===== config.mk =====
export PLATFORM = sky130hd
export DESIGN_NAME = held_key_turbo_repeater
export DESIGN_NICKNAME = d
export VERILOG_FILES = /design/src/rtl/core/hktr_pkg.sv /design/src/rtl/core/hktr_cfg.sv /design/src/rtl/core/held_key_turbo_repeater.sv
export SDC_FILE = /design/constraint.sdc
export NUM_CORES = 1
export LEC_CHECK = 0
export BUFFER_PORTS_ARGS = -buffer_cell sky130_fd_sc_hd__buf_2
export CAP_MARGIN = 5
export CORE_AREA = 2 2 165 183
export DETAILED_ROUTE_END_ITERATION = 6
export DIE_AREA = 0 0 167 185
export PLACE_DENSITY = 0.69
export RECOVER_POWER = 100
export SLEW_MARGIN = 0
export SYNTH_ARGS = -nofsm -noshare
export SYNTH_HDL_FRONTEND = slang
export SYNTH_SLANG_ARGS = --single-unit

===== constraint.sdc =====
create_clock -name clk -period 7.3 [get_ports clk]
set_input_delay 1.095 -clock clk [delete_from_list [all_inputs] [get_ports clk]]
set_output_delay 1.095 -clock clk [all_outputs]
set_load 0.03 [all_outputs]

===== src/rtl/core/hktr_pkg.sv =====
package hktr_pkg;

    localparam int unsigned TIME_UNIT_MS = 10;

    localparam int unsigned TIME_W  = 32;
    localparam int unsigned COUNT_W = 8;
    localparam int unsigned UNITS_W = 8;

    localparam int unsigned APB_ADDR_W = 4;
    localparam int unsigned APB_DATA_W = 32;

    localparam int unsigned IN_TDATA_W  = 40;
    localparam int unsigned OUT_TDATA_W = 40;

    localparam logic [COUNT_W-1:0] MULTI_KEYS = COUNT_W'(2);
    localparam logic [COUNT_W-1:0] ONE_KEY    = COUNT_W'(1);

    localparam logic [UNITS_W-1:0] DELAY_RESET  = UNITS_W'(20);
    localparam logic [UNITS_W-1:0] REPEAT_RESET = UNITS_W'(5);

    typedef enum logic [1:0] {
        REG_ENABLE = 2'd0,
        REG_DELAY  = 2'd1,
        REG_REPEAT = 2'd2
    } reg_idx_t;

    typedef struct packed {
        logic               enable;
        logic [UNITS_W-1:0] delay_units;
        logic [UNITS_W-1:0] repeat_units;
        logic               clear_track;
    } cfg_t;

    typedef struct packed {
        logic [COUNT_W-1:0] held_count;
        logic [TIME_W-1:0]  now_ms;
    } in_item_t;

    typedef struct packed {
        logic              repeating;
        logic [TIME_W-1:0] beat_total;
        logic              beat;
    } out_item_t;

    // Scale time units to milliseconds.
    function automatic logic [TIME_W-1:0] units_to_ms(input logic [UNITS_W-1:0] units);
        logic [TIME_W-1:0] ms;
        ms = TIME_W'(units) * TIME_W'(TIME_UNIT_MS);
        return ms;
    endfunction

endpackage


===== src/rtl/core/hktr_cfg.sv =====
module hktr_cfg
    import hktr_pkg::*;
(
    input  logic                  clk,
    input  logic                  rst_n,
    input  logic                  psel,
    input  logic                  penable,
    input  logic                  pwrite,
    input  logic [APB_ADDR_W-1:0] paddr,
    input  logic [APB_DATA_W-1:0] pwdata,
    output logic [APB_DATA_W-1:0] prdata,
    output logic                  pready,
    output cfg_t                  cfg
);

    logic               enable_reg;
    logic [UNITS_W-1:0] delay_reg;
    logic [UNITS_W-1:0] repeat_reg;
    logic               clear_reg;
    logic               wr_en;
    reg_idx_t           idx;
    logic [UNITS_W-1:0] wr_units;

    assign pready   = 1'b1;
    assign wr_en    = psel & penable & pwrite & pready;
    assign idx      = reg_idx_t'(paddr[3:2]);
    assign wr_units = pwdata[UNITS_W-1:0];

    always_ff @(posedge clk or negedge rst_n)
    begin
        if (!rst_n)
        begin
            enable_reg <= 1'b0;
            delay_reg  <= DELAY_RESET;
            repeat_reg <= REPEAT_RESET;
            clear_reg  <= 1'b0;
        end
        else
        begin
            clear_reg <= 1'b0;
            if (wr_en)
            begin
                case (idx)
                    REG_ENABLE:
                    begin
                        enable_reg <= pwdata[0];
                        clear_reg  <= 1'b1;
                    end
                    REG_DELAY:
                    begin
                        // zero writes are dropped
                        if (wr_units != '0)
                            delay_reg <= wr_units;
                    end
                    REG_REPEAT:
                    begin
                        if (wr_units != '0)
                            repeat_reg <= wr_units;
                    end
                    default:
                    begin
                    end
                endcase
            end
        end
    end

    always_comb
    begin
        case (idx)
            REG_ENABLE: prdata = APB_DATA_W'(enable_reg);
            REG_DELAY:  prdata = APB_DATA_W'(delay_reg);
            REG_REPEAT: prdata = APB_DATA_W'(repeat_reg);
            default:    prdata = '0;
        endcase
    end

    assign cfg.enable       = enable_reg;
    assign cfg.delay_units  = delay_reg;
    assign cfg.repeat_units = repeat_reg;
    assign cfg.clear_track  = clear_reg;

endmodule


===== src/rtl/core/held_key_turbo_repeater.sv =====
// Turbo repeater for held keys. Each input beat carries a millisecond timestamp
// and the number of keys held; each one yields exactly one output beat with the
// beat flag, the running beat total and the repeating flag. An update is taken
// every clock cycle while the output is not stalled: it passes an input register,
// one step of compare and update logic against the tracked state, and a result
// register. While a result waits for m_axis_tready the input register holds one
// more update, and s_axis_tready then stays low until the result is taken.
// Registers sit on the APB port at 0x0 (enable; any write clears the tracked count
// and the running flag), 0x4 (delay_units) and 0x8 (repeat_units); writes of zero
// to the two timing registers are ignored. Write registers only while no update is
// in flight.
module held_key_turbo_repeater
    import hktr_pkg::*;
(
    input  logic                   clk,
    input  logic                   rst_n,
    input  logic                   s_axis_tvalid,
    output logic                   s_axis_tready,
    input  logic [IN_TDATA_W-1:0]  s_axis_tdata,   // [31:0] now_ms, [39:32] held_count
    output logic                   m_axis_tvalid,
    input  logic                   m_axis_tready,
    output logic [OUT_TDATA_W-1:0] m_axis_tdata,   // [0] beat, [32:1] beat_total,
                                                   // [33] repeating, [39:34] zero
    input  logic                   psel,
    input  logic                   penable,
    input  logic                   pwrite,
    input  logic [APB_ADDR_W-1:0]  paddr,
    input  logic [APB_DATA_W-1:0]  pwdata,
    output logic [APB_DATA_W-1:0]  prdata,
    output logic                   pready
);

    cfg_t cfg;

    hktr_cfg u_cfg (
        .clk     (clk),
        .rst_n   (rst_n),
        .psel    (psel),
        .penable (penable),
        .pwrite  (pwrite),
        .paddr   (paddr),
        .pwdata  (pwdata),
        .prdata  (prdata),
        .pready  (pready),
        .cfg     (cfg)
    );

    // Pipeline registers
    logic      in_valid_reg;
    in_item_t  in_data_reg;
    logic      out_valid_reg;
    out_item_t out_data_reg;
    out_item_t out_data_next;
    logic      in_accept;
    logic      advance;

    // Tracked state
    logic [COUNT_W-1:0] tracked_reg, tracked_next;
    logic [COUNT_W-1:0] interval_count_reg, interval_count_next;
    logic [TIME_W-1:0]  change_time_reg, change_time_next;
    logic [TIME_W-1:0]  last_beat_reg, last_beat_next;
    logic               running_reg, running_next;
    logic [TIME_W-1:0]  beat_count_reg, beat_count_next;

    logic [TIME_W-1:0]  delay_ms;
    logic [TIME_W-1:0]  repeat_ms;
    logic               changed;
    logic [COUNT_W-1:0] count_mid;
    logic [TIME_W-1:0]  change_mid;
    logic [TIME_W-1:0]  hold_elapsed;
    logic [TIME_W-1:0]  beat_elapsed;
    logic               start;
    logic               stop;
    logic               interval;
    logic               beat_fire;

    assign advance       = in_valid_reg & (~out_valid_reg | m_axis_tready);
    assign s_axis_tready = ~in_valid_reg | advance;
    assign in_accept     = s_axis_tvalid & s_axis_tready;

    assign delay_ms  = units_to_ms(cfg.delay_units);
    assign repeat_ms = units_to_ms(cfg.repeat_units);

    always_comb
    begin
        changed      = in_data_reg.held_count != tracked_reg;
        count_mid    = in_data_reg.held_count;
        change_mid   = changed ? in_data_reg.now_ms : change_time_reg;
        hold_elapsed = in_data_reg.now_ms - change_mid;
        beat_elapsed = in_data_reg.now_ms - last_beat_reg;

        start = ~running_reg & (count_mid >= MULTI_KEYS) & (hold_elapsed >= delay_ms);
        stop  = running_reg & (count_mid == '0);
        // On start the interval restarts at now, so no beat in the same update.
        interval  = running_reg & ~stop & (beat_elapsed >= repeat_ms);
        beat_fire = interval & ((count_mid >= MULTI_KEYS) |
                    ((count_mid == ONE_KEY) & (interval_count_reg >= MULTI_KEYS)));

        tracked_next        = tracked_reg;
        interval_count_next = interval_count_reg;
        change_time_next    = change_time_reg;
        last_beat_next      = last_beat_reg;
        running_next        = running_reg;
        beat_count_next     = beat_count_reg;
        out_data_next.beat  = 1'b0;

        if (cfg.enable)
        begin
            tracked_next     = count_mid;
            change_time_next = change_mid;
            if (start)
            begin
                running_next   = 1'b1;
                last_beat_next = in_data_reg.now_ms;
            end
            else if (stop)
            begin
                running_next = 1'b0;
            end
            if (interval)
            begin
                last_beat_next      = in_data_reg.now_ms;
                interval_count_next = count_mid;
            end
            if (beat_fire)
            begin
                beat_count_next    = beat_count_reg + TIME_W'(1);
                out_data_next.beat = 1'b1;
            end
        end

        out_data_next.beat_total = beat_count_next;
        out_data_next.repeating  = running_next;
    end

    always_ff @(posedge clk or negedge rst_n)
    begin
        if (!rst_n)
        begin
            in_valid_reg       <= 1'b0;
            out_valid_reg      <= 1'b0;
            tracked_reg        <= '0;
            interval_count_reg <= '0;
            change_time_reg    <= '0;
            last_beat_reg      <= '0;
            running_reg        <= 1'b0;
            beat_count_reg     <= '0;
        end
        else
        begin
            if (in_accept)
                in_valid_reg <= 1'b1;
            else if (advance)
                in_valid_reg <= 1'b0;

            if (advance)
                out_valid_reg <= 1'b1;
            else if (m_axis_tready)
                out_valid_reg <= 1'b0;

            if (cfg.clear_track)
            begin
                tracked_reg        <= '0;
                interval_count_reg <= '0;
                running_reg        <= 1'b0;
            end
            else if (advance)
            begin
                tracked_reg        <= tracked_next;
                interval_count_reg <= interval_count_next;
                change_time_reg    <= change_time_next;
                last_beat_reg      <= last_beat_next;
                running_reg        <= running_next;
                beat_count_reg     <= beat_count_next;
            end
        end
    end

    always_ff @(posedge clk)
    begin
        if (in_accept)
        begin
            in_data_reg.now_ms     <= s_axis_tdata[TIME_W-1:0];
            in_data_reg.held_count <= s_axis_tdata[TIME_W +: COUNT_W];
        end
        if (advance)
            out_data_reg <= out_data_next;
    end

    assign m_axis_tvalid = out_valid_reg;
    assign m_axis_tdata  = OUT_TDATA_W'(out_data_reg);

endmodule


==> results.txt <==
----------------------------------------------------
[Outcome]
  Outcome ... complete, but fails checks
  Violations in the final reports ... capacitance limit, slew limit

[Floorplan]
  Core box area ... 0.02915 sq mm
  Total Die Area ... 0.03090 sq mm
  # rows ... 66
  Overall die height ... 185 um
  Die width ... 167 um
  Number of top-level pins ... 158
  Initial core utilization ... 0.4924

[Worst setup path]
  Arrival @ worst endpoint ... 6.76 ns
  Required @ worst endpoint ... 7.69 ns
  Startpoint type of the worst setup path ... flip-flop
  Worst setup EP type ... flip-flop
  Depth of the worst register-to-register path ... 25
  Crit path max fanout ... 32
  Worst setup path class ... flip-flop to flip-flop

[Min path]
  Worst min-delay path category ... flip-flop to flip-flop
  Worst Hold Path Cells ... 2

[Timing]
  Worst slew margin relative to its limit ... -1.244
  Unrepaired setup endpoints after global routing ... no
  Max Clock Freq ... 0.1571 GHz
  Share of the clock period used by the worst path after layout ... 0.8718
  Min Clock Period, post-route ... 6.364 ns
  Aggregate negative setup slack ... 0 ns
  Hold violation count in the final report ... 0
  Clk_skew ... 0.03128 ns
  Worst-margin pin slew ... 3.366 ns
  Number of setup violations in the final report ... 0
  Number of slew-limit violations in the final report ... 243

[Detailed routing]
  Total wirelength of the detailed-routed design ... 34,500 um
  DRC violations left ... 0
  Number of violations reported at the end of detailed-routing iteration 0 ... 721
  Mean routed wirelength per cell ... 17.89 um
  Average via count per standard cell ... 5.701
  Count of vias placed by the detailed router ... 10,990
  Post-detailed-route count of antenna-violating nets ... 0
  Iteration count of the initial detailed-routing pass ... 4

[Synthesis]
  Count of different cell masters after synthesis ... 91
  Portion of netlist area occupied by mux cells ... 0.07732
  Fraction of synthesis flops using an asynchronous set or reset pin ... 0.6408
  Seq/Total Area, Yosys ... 0.3853
  Arithmetic-cell share of the synthesized area counting full adders, half adders and majority gates ... 0.09859
  Syn. warnings ... 0
  Flip-flop and latch count after synthesis ... 206
  Share of the synthesized area in compound gates (AO/OA/AOI/OAI) ... 0.1559
  Post-Syn Area per Cell ... 9.818 sq um
  Commonest register cell after synthesis ... dfrtp_1
  Share of the synthesized netlist area taken by xor and xnor gates ... 0.07566
  Main combinational cell family by area after synthesis ... compound AO/OA/AOI/OAI gates
  Number of flops mapped to enable cells by yosys ... 74
  Post-synthesis cell count ... 1,462
  Simple-gate area share of the yosys netlist ... 0.1521
  Combined area of all synthesized cells ... 0.01435 sq mm

[Layout]
  Share of cells above drive strength 1 ... 0.09266
  Flip-flop count of the largest register, all copies and words added ... 34
  Layout net count ... 1,722
  Area growth from synthesis to layout ... 8.473%
  Antenna diode instance count ... 0
  Number of filler instances in the final layout ... 2,716
  Utilization of the core after routing ... 0.5341

[Global routing]
  Global-route wire length before repair ... 56,030 um
  Pin count of the biggest net entering global routing ... 74
  Initial antenna violation count ... 0
  Grt ovf ... 0
  Via count of the first global-routing pass ... 10,520
  Global routing usage summed across all routing layers ... 0.2221

[CTS]
  Buffers inserted during post-CTS setup optimization ... 0
  Hold-fix buffer count after cts ... 0
  Post_cts resized ... 0
  Clock tree from TritonCTS ... built
  Number of buffers on the longest clock path ... 3
  Root Driver ... clkbuf_16
  Total number of H-tree levels ... 1
  Clock latency on the worst-skew pair ... 0.53 ns
  Clock-pin transition on the worst setup and hold timing paths ... 0.06 ns
  Clock buffers created by TritonCTS ... 24
  Clock sink count ... 206

[Place]
  HPWL after DPL ... 25,720 um
  Total of buffers placed on input and output ports ... 100
  Final weighted congestion in routability-driven placement ... 0.9048

[Run]
  Max-Cap Viols ... 5

[Pwr]
  Static power due to leakage ... 6.641 nW
  PwrDens ... 333.9 mW/mm^2
  Peak supply drop ... 0.1872 mV

----------------------------------------------------
[cell families (layout without fill, tap and decap cells)]
group                    after synthesis  count (layout)
AND/OR/NAND/NOR                      429             429
AO/OA/AOI/OAI                        326             326
flip-flops                           206             206
buffers and inverters                166             229
XOR/XNOR                             124             124
adder cells (fa/ha/maj)              113             113
multiplexers                          96              96
other                                  2              31
[worst paths after layout]
path / slack (ns) / to / startpoint
worst max-delay path: 0.94 / last_beat_reg[0] / count_mid[2]
worst min-delay path: 0.48 / change_time_reg[13] / change_time_reg[13]
worst max register to register: 0.94 / last_beat_reg[0] / count_mid[2]
worst min register to register: 0.48 / change_time_reg[13] / change_time_reg[13]
max in group asynchronous: 2.36 / last_beat_reg[9] / rst_n
min in group asynchronous: 1.69 / interval_count_reg[7] / rst_n
[through the flow]
step | power (mW) | instances | hold slack, ns | worst slack, ns | cell area (sq um)
floorplan | 3.552 | 1491 | 0.4457 | 1.545 | 14460
global placement | 4.064 | 1883 | 0.4605 | 1.195 | 15000
global route | 5.602 | 1928 | 0.5062 | 0.4628 | 15570
CTS | 5.279 | 1927 | 0.4827 | 0.9840 | 15740
detailed placement | 4.112 | 1883 | 0.4683 | 1.038 | 15000
finish | 5.198 | 1928 | 0.4809 | 0.9355 | 15570
[power by group]
group | internal (mW) | switching, mW
logic | 0.968 | 1.40
clock network | 0.649 | 0.488
registers | 1.49 | 0.208
total | 3.10 | 2.09
[worst max-delay path, cell delays in order (launching register included)]
cell,delay (ns)
edfxtp_1,0.47
xnor2_1,0.21
nand4_1,0.20
nor2_1,0.45
nand2_1,0.10
o21ai_0,0.12
ha_1,0.28
inv_1,0.09
ha_1,0.28
o41a_1,0.45
a31o_1,0.28
and4_1,0.22
nor3_1,0.19
xor2_1,0.22
ha_1,0.28
a21o_1,0.18
nand2_1,0.10
nand4_1,0.09
nor4_1,0.34
nand4_1,0.12
nor4_1,0.20
o2111ai_1,0.25
nor3_1,0.32
nor2_4,0.06
buf_4,0.28
mux2_1,0.39
[synth_stat cells, drive strengths merged, types with 9 or more instances]
| cell | number | area (sq um) |
|---|---|---|
| nand2 | 144 | 540.5 |
| dfrtp | 128 | 3203 |
| xnor2 | 101 | 884.6 |
| ha | 100 | 1251 |
| inv | 78 | 292.8 |
| edfxtp | 74 | 2222 |
| o21ai | 71 | 355.3 |
| a21oi | 68 | 340.3 |
| nor2 | 58 | 225.2 |
| mux2 | 53 | 679.4 |
| buf | 49 | 344.1 |
| mux2i | 43 | 430.4 |
| clkbuf | 39 | 146.4 |
| nand4 | 34 | 212.7 |
| nand3 | 31 | 160.1 |
| and3 | 29 | 181.4 |
| nor3 | 29 | 150.1 |
| nor2b | 26 | 170.2 |
| a21o | 25 | 187.7 |
| xor2 | 23 | 201.4 |
| nand2b | 19 | 118.9 |
| a31oi | 18 | 125.1 |
| a22o | 17 | 148.9 |
| o211ai | 17 | 132.6 |
| nor4 | 15 | 93.84 |
| o21a | 13 | 97.59 |
| a211oi | 12 | 90.09 |
| maj3 | 10 | 103.9 |
| o21bai | 10 | 75.07 |
| and2 | 9 | 56.30 |
[cells in the final DEF, fill, tap and decap left out, types with 29 or more instances in the layout]
master	n
a21oi_1	68
and3_1	29
buf_2	52
clkbuf_1	56
conb_1	31
dfrtp_1	128
edfxtp_1	74
ha_1	100
inv_1	78
mux2_2	29
mux2i_1	43
nand2_1	144
nand3_1	30
nand4_1	34
nor2_1	57
nor3_1	29
o21ai_0	68
xnor2_1	101
[layer usage]
layer,part of all wire,global-route usage
met2,0.48,0.3905
met4,0.016,0.04379
met3,0.043,0.02500
met1,0.46,0.2982
met5,0,0
[cell type report]
class	count	area, sq um	area share
timing repair buffer	107	479.2	0.03078
tap	374	467.9	0.03005
clock inverter	12	72.57	0.004661
clock buffer	32	671.9	0.04315
inverter	78	292.8	0.01880
sequential	206	5530	0.3552
multi-input combinational	1119	8055	0.5174
(Power assumes the default switching activity.)
